--- config.mk ---
export PLATFORM = sky130hd
export DESIGN_NAME = disk_request_chs_splitter_flat
export DESIGN_NICKNAME = d
export VERILOG_FILES = /design/src/rtl/dchs_pkg.sv /design/src/rtl/dchs_req_if.sv /design/src/rtl/dchs_cmd_if.sv /design/src/rtl/disk_request_chs_splitter.sv /design/src/flat_wrapper.sv
export SDC_FILE = /design/constraint.sdc
export NUM_CORES = 1
export LEC_CHECK = 0
export BUFFER_PORTS_ARGS = -buffer_cell sky130_fd_sc_hd__buf_2
export CORE_MARGIN = 3
export CORE_UTILIZATION = 63
export DETAILED_ROUTE_END_ITERATION = 8
export PLACE_DENSITY = 0.86
export SLEW_MARGIN = 10
export SYNTH_ARGS = -nofsm -noshare
export SYNTH_HDL_FRONTEND = slang
export SYNTH_SLANG_ARGS = --single-unit
--- constraint.sdc ---
create_clock -name clk -period 7.1 [get_ports clk]
set_input_delay 0.71 -clock clk [delete_from_list [all_inputs] [get_ports clk]]
set_output_delay 0.71 -clock clk [all_outputs]
set_load 0.02 [all_outputs]
--- src/rtl/dchs_pkg.sv ---
package dchs_pkg;

  // Field widths
  localparam int unsigned BLK_W  = 32;
  localparam int unsigned CNT_W  = 7;
  localparam int unsigned CYL_W  = 10;
  localparam int unsigned HEAD_W = 8;
  localparam int unsigned SEC_W  = 6;
  localparam int unsigned CFG_IDX_W = 2;

  // Divider width: covers the largest divisor, cylinder count 1024
  localparam int unsigned DIV_W  = 11;
  localparam int unsigned STEP_W = 5;
  localparam logic [STEP_W-1:0] LAST_STEP = STEP_W'(BLK_W - 1);

  localparam logic [CNT_W-1:0] CHUNK_SECTORS = 7'd16;
  localparam logic [CNT_W-1:0] MAX_REQUEST   = 7'd64;

  typedef enum logic [2:0] {
    ST_IDLE,
    ST_CHUNK,
    ST_DIV,
    ST_DONE,
    ST_FIN,
    ST_OUT
  } state_t;

  typedef enum logic [1:0] {
    PH_SECTOR,
    PH_HEAD,
    PH_CYL
  } phase_t;

  typedef enum logic [CFG_IDX_W-1:0] {
    REG_USE_LBA  = 2'd0,
    REG_SPT      = 2'd1,
    REG_MAX_HEAD = 2'd2,
    REG_MAX_CYL  = 2'd3
  } cfg_reg_t;

endpackage

--- src/rtl/dchs_req_if.sv ---
interface dchs_req_if;
  import dchs_pkg::*;

  logic             valid;
  logic             ready;
  logic [BLK_W-1:0] start_block;
  logic [CNT_W-1:0] sector_count;

  modport source (output valid, output start_block, output sector_count, input ready);
  modport sink   (input valid, input start_block, input sector_count, output ready);
endinterface

--- src/rtl/dchs_cmd_if.sv ---
interface dchs_cmd_if;
  import dchs_pkg::*;

  logic              valid;
  logic              ready;
  logic [BLK_W-1:0]  block_address;
  logic [CYL_W-1:0]  cylinder;
  logic [HEAD_W-1:0] head;
  logic [SEC_W-1:0]  sector;
  logic [CNT_W-1:0]  chunk_length;
  logic              last;

  modport source (output valid, output block_address, output cylinder, output head,
                  output sector, output chunk_length, output last, input ready);
  modport sink   (input valid, input block_address, input cylinder, input head,
                  input sector, input chunk_length, input last, output ready);
endinterface

--- src/rtl/disk_request_chs_splitter.sv ---
// Disk request splitter with LBA to CHS conversion.
//
// in_req takes one read request (start_block, sector_count); out_cmd gives
// one transfer command per chunk of at most CHUNK_SECTORS sectors, the last
// one flagged. A count of zero yields no command; counts above 64 act as 64.
// In CHS mode each chunk start is split into sector, head and cylinder by
// one shared restoring divider (one quotient bit per cycle), run three times
// per chunk, and a chunk stops at the track end. Each chunk passes setup,
// three divisions (CHS mode only), length and output states; LBA mode
// skips the divisions.
// in_req.ready is high only while no request is in work.
// Each command waits in the output registers while out_cmd.ready is low;
// the sequencer holds and no later chunk is computed until the transfer.
// Reset (rst_n low, synchronous) returns to idle and loads the geometry
// defaults: CHS mode, 63 sectors per track, max head 15, max cylinder 1023.
// The cfg port writes one register per cycle by index; write only when idle.
module disk_request_chs_splitter (
  input  logic                           clk,
  input  logic                           rst_n,
  dchs_req_if.sink                       in_req,
  dchs_cmd_if.source                     out_cmd,
  input  logic                           cfg_we,
  input  logic [dchs_pkg::CFG_IDX_W-1:0] cfg_index,
  input  logic [dchs_pkg::CYL_W-1:0]     cfg_data
);
  import dchs_pkg::*;

  state_t state_r, state_nxt;
  phase_t phase_r, phase_nxt;

  logic              use_lba_r;
  logic [SEC_W-1:0]  spt_r;
  logic [HEAD_W-1:0] max_head_r;
  logic [CYL_W-1:0]  max_cyl_r;

  logic [BLK_W-1:0]  blk_r, blk_nxt;
  logic [CNT_W-1:0]  left_r, left_nxt;
  logic [CNT_W-1:0]  len_r, len_nxt;
  logic [SEC_W-1:0]  room_r, room_nxt;
  logic [SEC_W-1:0]  sec_r, sec_nxt;
  logic [HEAD_W-1:0] head_r, head_nxt;
  logic [CYL_W-1:0]  cyl_r, cyl_nxt;

  logic [BLK_W-1:0]  div_q_r, div_q_nxt;
  logic [DIV_W-1:0]  div_rem_r, div_rem_nxt;
  logic [DIV_W-1:0]  div_d_r, div_d_nxt;
  logic [STEP_W-1:0] step_r, step_nxt;

  logic              in_xfer, out_xfer, last_chunk;
  logic [SEC_W-1:0]  spt_eff;
  logic [DIV_W-1:0]  heads, cyls;
  logic [DIV_W:0]    shifted;
  logic              fits;
  logic [DIV_W-1:0]  rem_step;
  logic [CNT_W-1:0]  len_cap;
  logic [CNT_W-1:0]  count_sat;

  // Handshakes
  assign in_req.ready = (state_r == ST_IDLE);
  assign out_cmd.valid = (state_r == ST_OUT);
  assign in_xfer  = in_req.valid && in_req.ready;
  assign out_xfer = out_cmd.valid && out_cmd.ready;
  assign last_chunk = (left_r == len_r);

  // Drive the command from held registers
  assign out_cmd.block_address = blk_r;
  assign out_cmd.cylinder      = cyl_r;
  assign out_cmd.head          = head_r;
  assign out_cmd.sector        = sec_r;
  assign out_cmd.chunk_length  = len_r;
  assign out_cmd.last          = last_chunk;

  // Geometry as divisors
  assign spt_eff = (spt_r == '0) ? SEC_W'(1) : spt_r;
  assign heads   = DIV_W'(max_head_r) + DIV_W'(1);
  assign cyls    = DIV_W'(max_cyl_r) + DIV_W'(1);

  // Shared divider step: shift in the next dividend bit, subtract if it fits
  assign shifted  = {div_rem_r, div_q_r[BLK_W-1]};
  assign fits     = (shifted >= {1'b0, div_d_r});
  assign rem_step = fits ? DIV_W'(shifted - {1'b0, div_d_r}) : shifted[DIV_W-1:0];

  // Chunk length before the track limit
  assign count_sat = (in_req.sector_count > MAX_REQUEST) ? MAX_REQUEST : in_req.sector_count;
  assign len_cap   = (left_r < CHUNK_SECTORS) ? left_r : CHUNK_SECTORS;

  // Configuration registers
  always_ff @(posedge clk) begin
    if (!rst_n) begin
      use_lba_r  <= 1'b0;
      spt_r      <= 6'd63;
      max_head_r <= 8'd15;
      max_cyl_r  <= 10'd1023;
    end else if (cfg_we) begin
      unique case (cfg_reg_t'(cfg_index))
        REG_USE_LBA:  use_lba_r  <= cfg_data[0];
        REG_SPT:      spt_r      <= cfg_data[SEC_W-1:0];
        REG_MAX_HEAD: max_head_r <= cfg_data[HEAD_W-1:0];
        REG_MAX_CYL:  max_cyl_r  <= cfg_data;
      endcase
    end
  end

  // Next state
  always_comb begin
    state_nxt = state_r;
    unique case (state_r)
      ST_IDLE:  if (in_xfer && count_sat != '0) state_nxt = ST_CHUNK;
      ST_CHUNK: state_nxt = use_lba_r ? ST_FIN : ST_DIV;
      ST_DIV:   if (step_r == LAST_STEP) state_nxt = ST_DONE;
      ST_DONE:  state_nxt = (phase_r == PH_CYL) ? ST_FIN : ST_DIV;
      ST_FIN:   state_nxt = ST_OUT;
      ST_OUT:   if (out_xfer) state_nxt = last_chunk ? ST_IDLE : ST_CHUNK;
      default:  state_nxt = ST_IDLE;
    endcase
  end

  // Sequencer datapath
  always_comb begin
    phase_nxt   = phase_r;
    blk_nxt     = blk_r;
    left_nxt    = left_r;
    len_nxt     = len_r;
    room_nxt    = room_r;
    sec_nxt     = sec_r;
    head_nxt    = head_r;
    cyl_nxt     = cyl_r;
    div_q_nxt   = div_q_r;
    div_rem_nxt = div_rem_r;
    div_d_nxt   = div_d_r;
    step_nxt    = step_r;
    unique case (state_r)
      ST_IDLE: begin
        blk_nxt  = in_req.start_block;
        left_nxt = count_sat;
      end
      ST_CHUNK: begin
        // Start with the sector division, or zero the fields in LBA mode
        sec_nxt     = '0;
        head_nxt    = '0;
        cyl_nxt     = '0;
        phase_nxt   = PH_SECTOR;
        div_q_nxt   = blk_r;
        div_rem_nxt = '0;
        div_d_nxt   = DIV_W'(spt_eff);
        step_nxt    = '0;
      end
      ST_DIV: begin
        div_q_nxt   = {div_q_r[BLK_W-2:0], fits};
        div_rem_nxt = rem_step;
        step_nxt    = step_r + STEP_W'(1);
      end
      ST_DONE: begin
        // Keep the remainder, feed the quotient to the next division
        div_q_nxt   = div_q_r;
        div_rem_nxt = '0;
        step_nxt    = '0;
        unique case (phase_r)
          PH_SECTOR: begin
            sec_nxt   = div_rem_r[SEC_W-1:0] + SEC_W'(1);
            room_nxt  = spt_eff - div_rem_r[SEC_W-1:0];
            div_d_nxt = heads;
            phase_nxt = PH_HEAD;
          end
          PH_HEAD: begin
            head_nxt  = div_rem_r[HEAD_W-1:0];
            div_d_nxt = cyls;
            phase_nxt = PH_CYL;
          end
          PH_CYL: begin
            cyl_nxt = div_rem_r[CYL_W-1:0];
          end
          default: ;
        endcase
      end
      ST_FIN: begin
        // Stop the chunk at the track end in CHS mode
        if (!use_lba_r && len_cap > CNT_W'(room_r)) len_nxt = CNT_W'(room_r);
        else len_nxt = len_cap;
      end
      ST_OUT: begin
        if (out_xfer) begin
          left_nxt = left_r - len_r;
          blk_nxt  = blk_r + BLK_W'(len_r);
        end
      end
      default: ;
    endcase
  end

  // Control registers
  always_ff @(posedge clk) begin
    if (!rst_n) begin
      state_r <= ST_IDLE;
      phase_r <= PH_SECTOR;
      step_r  <= '0;
    end else begin
      state_r <= state_nxt;
      phase_r <= phase_nxt;
      step_r  <= step_nxt;
    end
  end

  // Payload registers
  always_ff @(posedge clk) begin
    blk_r     <= blk_nxt;
    left_r    <= left_nxt;
    len_r     <= len_nxt;
    room_r    <= room_nxt;
    sec_r     <= sec_nxt;
    head_r    <= head_nxt;
    cyl_r     <= cyl_nxt;
    div_q_r   <= div_q_nxt;
    div_rem_r <= div_rem_nxt;
    div_d_r   <= div_d_nxt;
  end

endmodule
--- src/flat_wrapper.sv ---
// flat-port wrapper written by rule: the top's interface ports become plain ports
module disk_request_chs_splitter_flat import dchs_pkg::*;
  (clk, rst_n, cfg_we, cfg_index, cfg_data, in_req_valid, in_req_start_block, in_req_sector_count, in_req_ready, out_cmd_valid, out_cmd_block_address, out_cmd_cylinder, out_cmd_head, out_cmd_sector, out_cmd_chunk_length, out_cmd_last, out_cmd_ready);
  dchs_req_if in_req_i ();
  dchs_cmd_if out_cmd_i ();
  input  logic clk;
  input  logic rst_n;
  input  logic cfg_we;
  input  logic [dchs_pkg::CFG_IDX_W-1:0] cfg_index;
  input  logic [dchs_pkg::CYL_W-1:0] cfg_data;
  input wire logic [$bits(in_req_i.valid)-1:0] in_req_valid;
  input wire logic [$bits(in_req_i.start_block)-1:0] in_req_start_block;
  input wire logic [$bits(in_req_i.sector_count)-1:0] in_req_sector_count;
  output wire logic [$bits(in_req_i.ready)-1:0] in_req_ready;
  output wire logic [$bits(out_cmd_i.valid)-1:0] out_cmd_valid;
  output wire logic [$bits(out_cmd_i.block_address)-1:0] out_cmd_block_address;
  output wire logic [$bits(out_cmd_i.cylinder)-1:0] out_cmd_cylinder;
  output wire logic [$bits(out_cmd_i.head)-1:0] out_cmd_head;
  output wire logic [$bits(out_cmd_i.sector)-1:0] out_cmd_sector;
  output wire logic [$bits(out_cmd_i.chunk_length)-1:0] out_cmd_chunk_length;
  output wire logic [$bits(out_cmd_i.last)-1:0] out_cmd_last;
  input wire logic [$bits(out_cmd_i.ready)-1:0] out_cmd_ready;
  assign in_req_i.valid = in_req_valid;
  assign in_req_i.start_block = in_req_start_block;
  assign in_req_i.sector_count = in_req_sector_count;
  assign in_req_ready = in_req_i.ready;
  assign out_cmd_valid = out_cmd_i.valid;
  assign out_cmd_block_address = out_cmd_i.block_address;
  assign out_cmd_cylinder = out_cmd_i.cylinder;
  assign out_cmd_head = out_cmd_i.head;
  assign out_cmd_sector = out_cmd_i.sector;
  assign out_cmd_chunk_length = out_cmd_i.chunk_length;
  assign out_cmd_last = out_cmd_i.last;
  assign out_cmd_i.ready = out_cmd_ready;
  disk_request_chs_splitter u_core (.clk(clk), .rst_n(rst_n), .in_req(in_req_i), .out_cmd(out_cmd_i), .cfg_we(cfg_we), .cfg_index(cfg_index), .cfg_data(cfg_data));
endmodule
==> flow_metrics.env <==
export IMPL_final_hold_viol_count=0
export IMPL_clockRootBuffer="clkbuf_16"
export IMPL_power_density_nw_per_um2=326
export IMPL_gr_total_overflow=0
export IMPL_ctsHoldBuffers=0
export IMPL_clkPwrFrac_pct=27.2
export IMPL_antenna_found_initial=0
export IMPL_grt_pass1_wl_mm=33.2
export IMPL_utilization_pct=74.2
export IMPL_fin_crit_ps=3050
export IMPL_gp_congestion=0.897
export IMPL_fillers=972
export IMPL_cp_arrival_ps=2340
export IMPL_fin_tns_setup_ps=0
export IMPL_initial_utilization_pct=64.7
export IMPL_rows=43
export IMPL_cp_slowest_stage_delay_ps=630
export IMPL_drv_slew=0
export IMPL_ir_drop_mv=0.379
export IMPL_port_buffers=121
export IMPL_place_ws_ps=4230
export IMPL_r2r_worst_path_cells=10
export IMPL_ys_warn_count=0
export IMPL_p_leak_uw=0.00433
export IMPL_p_sw_share_pct=33.5
export IMPL_layoutNonFillerInstCount=1171
export IMPL_total_power_uw=3380
export IMPL_cts_setup_buffers=0
export IMPL_grt_pass1_vias=6660
export IMPL_worstSetupEndpointType="output port"
export IMPL_p_int_uw=2250
export IMPL_clk_latency_ps=430
export IMPL_synth_edf_count=130
export IMPL_max_freq_mhz=327
export IMPL_yosysSeqAreaShare_pct=50.9
export IMPL_wl_mm=20.5
export IMPL_synthArstFlopShare_pct=0
export IMPL_worst_pin_slew_ps=1050
export IMPL_synth_ff_type="edfxtp_1"
export IMPL_met3_usage_pct=5.00
export IMPL_yosysTopAreaCell="edfxtp_1"
export IMPL_core_area_um2=14000
export IMPL_ys_ff_latch=165
export IMPL_clock_path_buffers=2
export IMPL_ys_top_cells_by_area="edfxtp_1 43%, dfxtp_1 7.7%, ha_1 5.5%"
export IMPL_drt_vias_per_instance=5.91
export IMPL_skew_ps=9.74
export IMPL_critPathMaxFanout=79
export IMPL_via_count=6916
export IMPL_maxCapViolations=0
export IMPL_grt_setup_unrepaired="false"
export IMPL_hpwlAfterDp_mm=14.6
export IMPL_r2r_end="u_core.out_cmd.chunk_length[3]"
export IMPL_power_frac_seq_pct=42.3
export IMPL_cts_made_buffers=17
export IMPL_grt_max_degree=80
export IMPL_synth_most_common_cell="edfxtp_1"
export IMPL_status="finished clean"
export IMPL_layout_setup_ws_ps=4050
export IMPL_finalSetupViolCount=0
export IMPL_critPathCapture="out_cmd_valid"
export IMPL_cts_resized=0
export IMPL_clk_pin_slew_ps=60
export IMPL_cp_start_kind="flip-flop"
export IMPL_postSynthCellCount=869
export IMPL_crit_slowest_cell="dfxtp_1"
export IMPL_final_nets=1078
export IMPL_yosysTopAreaCellShare_pct=43.1
export IMPL_reg2reg_from="u_core.left_r[6]"
export IMPL_place_inst=1139
export IMPL_syn_area_per_cell_um2=10.4
export IMPL_drt_iter0_drc=593
export IMPL_worstSetupStartpoint="u_core.state_r[1]"
export IMPL_cts_tree="built"
export IMPL_top_usage_layer="met2"
export IMPL_slew_headroom_pct=30.1
export IMPL_drive_gt1_share_pct=20.8
export IMPL_ios=122
export IMPL_synth_cell_type_count=61
export IMPL_track_usage_pct=26.2
export IMPL_chipHeight_um=126
export IMPL_num_antenna_cells=0
export IMPL_cp_required_ps=6390
export IMPL_critical_path_class="reg2out"
export IMPL_netlist_top_cells_count="130 x edfxtp_1, 122 x nand2_1, 59 x o21ai_0, 58 x inv_1, 50 x nor2_1"
export IMPL_cts_htree_levels=4
export IMPL_post_route_period_util_pct=43.0
export IMPL_met2_usage_pct=44.0
export IMPL_rrSetupSlack_ps=4050
export IMPL_use_met1_pct=33.9
export IMPL_clock_sinks=165
export IMPL_dr_pass1_iters=5
export IMPL_drcViolationCount=0
export IMPL_syn_to_final_growth_pct=14.6
export IMPL_power_switching_uw=1130
export IMPL_antenna_left=0
export IMPL_fp_dieW_um=126
export IMPL_die_area_um2=15800
export IMPL_wire_per_inst_um=17.5
export IMPL_hp_class="in2reg"
export IMPL_power_frac_comb_pct=30.5
export IMPL_synthesis_area_um2=9050
export IMPL_crit_chain="nand3b_1 -> buf_4 -> inv_1 -> buf_2"
[state kept, by name, indices dropped and copies added, names as in the netlist, 2 cells and up]
signal / count
u_core.out_cmd.block_address: 32
u_core.left_r: 7
u_core.div_rem_r: 11
u_core.step_r: 5
u_core.out_cmd.cylinder: 10
u_core.max_head_r: 8
u_core.out_cmd.head: 8
u_core.max_cyl_r: 10
u_core.out_cmd.chunk_length: 7
u_core.spt_r: 6
u_core.phase_r: 2
u_core.room_r: 6
u_core.div_q_r: 32
u_core.out_cmd.sector: 6
u_core.div_d_r: 11
u_core.state_r: 3
[worst min-delay path by stage]
stage                    start                   to  slack [ps]  cells past startpoint
2_1_floorplan  u_core.spt_r[0]      u_core.spt_r[0]         440                      2
3_3_place_gp   u_core.spt_r[0]      u_core.spt_r[0]         480                      2
3_5_place_dp   u_core.spt_r[0]      u_core.spt_r[0]         500                      2
4_1_cts            cfg_data[8]  u_core.max_cyl_r[8]         470                      3
5_1_grt            cfg_data[8]  u_core.max_cyl_r[8]         500                      3
6_report           cfg_data[8]  u_core.max_cyl_r[8]         490                      3
[kinds of logic after synthesis]
| family | after synthesis | synth area share [%] |
|---|---|---|
| DFF | 165 | 50.9 |
| muxes | 44 | 5.28 |
| and+or+nand+nor | 313 | 17.4 |
| buffers and inverters | 93 | 3.99 |
| xor gates and xnor gates | 60 | 5.80 |
| adders and majority gates | 44 | 6.41 |
| other | 1 | 0.0414 |
| AOI/OAI and AO/OA | 149 | 10.3 |
[power by group through the flow]
| stage | Combinational (uW) | Clock, uW | Sequential (uW) |
|---|---|---|---|
| floorplan | 739 | 0 | 1450 |
| global route | 1150 | 970 | 1450 |
| global placement | 984 | 0 | 1440 |
| CTS | 1030 | 930 | 1430 |
| detailed placement | 1020 | 0 | 1440 |
| finish | 1030 | 921 | 1430 |
[layout make-up]
cell class / instances / area, um^2 / share of cell area [%]
Clock buffer: 24 / 514 / 4.96
Sequential cell: 165 / 4600 / 44.4
Clock inverter: 8 / 81.3 / 0.784
Inverter: 58 / 218 / 2.10
Tap cell: 180 / 225 / 2.17
Timing Repair Buffer: 124 / 628 / 6.06
Multi-Input combinational cell: 612 / 4100 / 39.5
[through the flow]
stage / hold slack, ps / cell area, um^2
2_1_floorplan: 441 / 9060
3_3_place_gp: 477 / 9780
3_5_place_dp: 499 / 9780
4_1_cts: 474 / 10400
5_1_grt: 504 / 10400
6_report: 486 / 10400
[cells in the final DEF (no fill, tap or decap), drive strengths merged, types with 14 or more instances in the layout]
| cell type | instances |
|---|---|
| edfxtp | 130 |
| nand2 | 122 |
| mux2i | 14 |
| nor2 | 50 |
| a21oi | 27 |
| and3 | 16 |
| buf | 124 |
| dfxtp | 35 |
| xor2 | 30 |
| o21ai | 63 |
| ha | 40 |
| inv | 63 |
| xnor2 | 30 |
| clkbuf | 24 |
| mux2 | 30 |
| nand3 | 44 |
[worst max-delay path: cells and delay by family, from the launching register on]
kind          cells  cell delay (ps)
flops             1              630
buf+inv           3             1100
simple gates      1              170
[layer usage]
metal	up-vias	routed length (um)	part of all wire (%)
met5	-	0	0
met4	0	416	2.0
met3	33	1260	6.1
met2	271	10200	50
met1	3304	8660	42
li1	3308	-	-
Power figures use the tool's default switching activity.
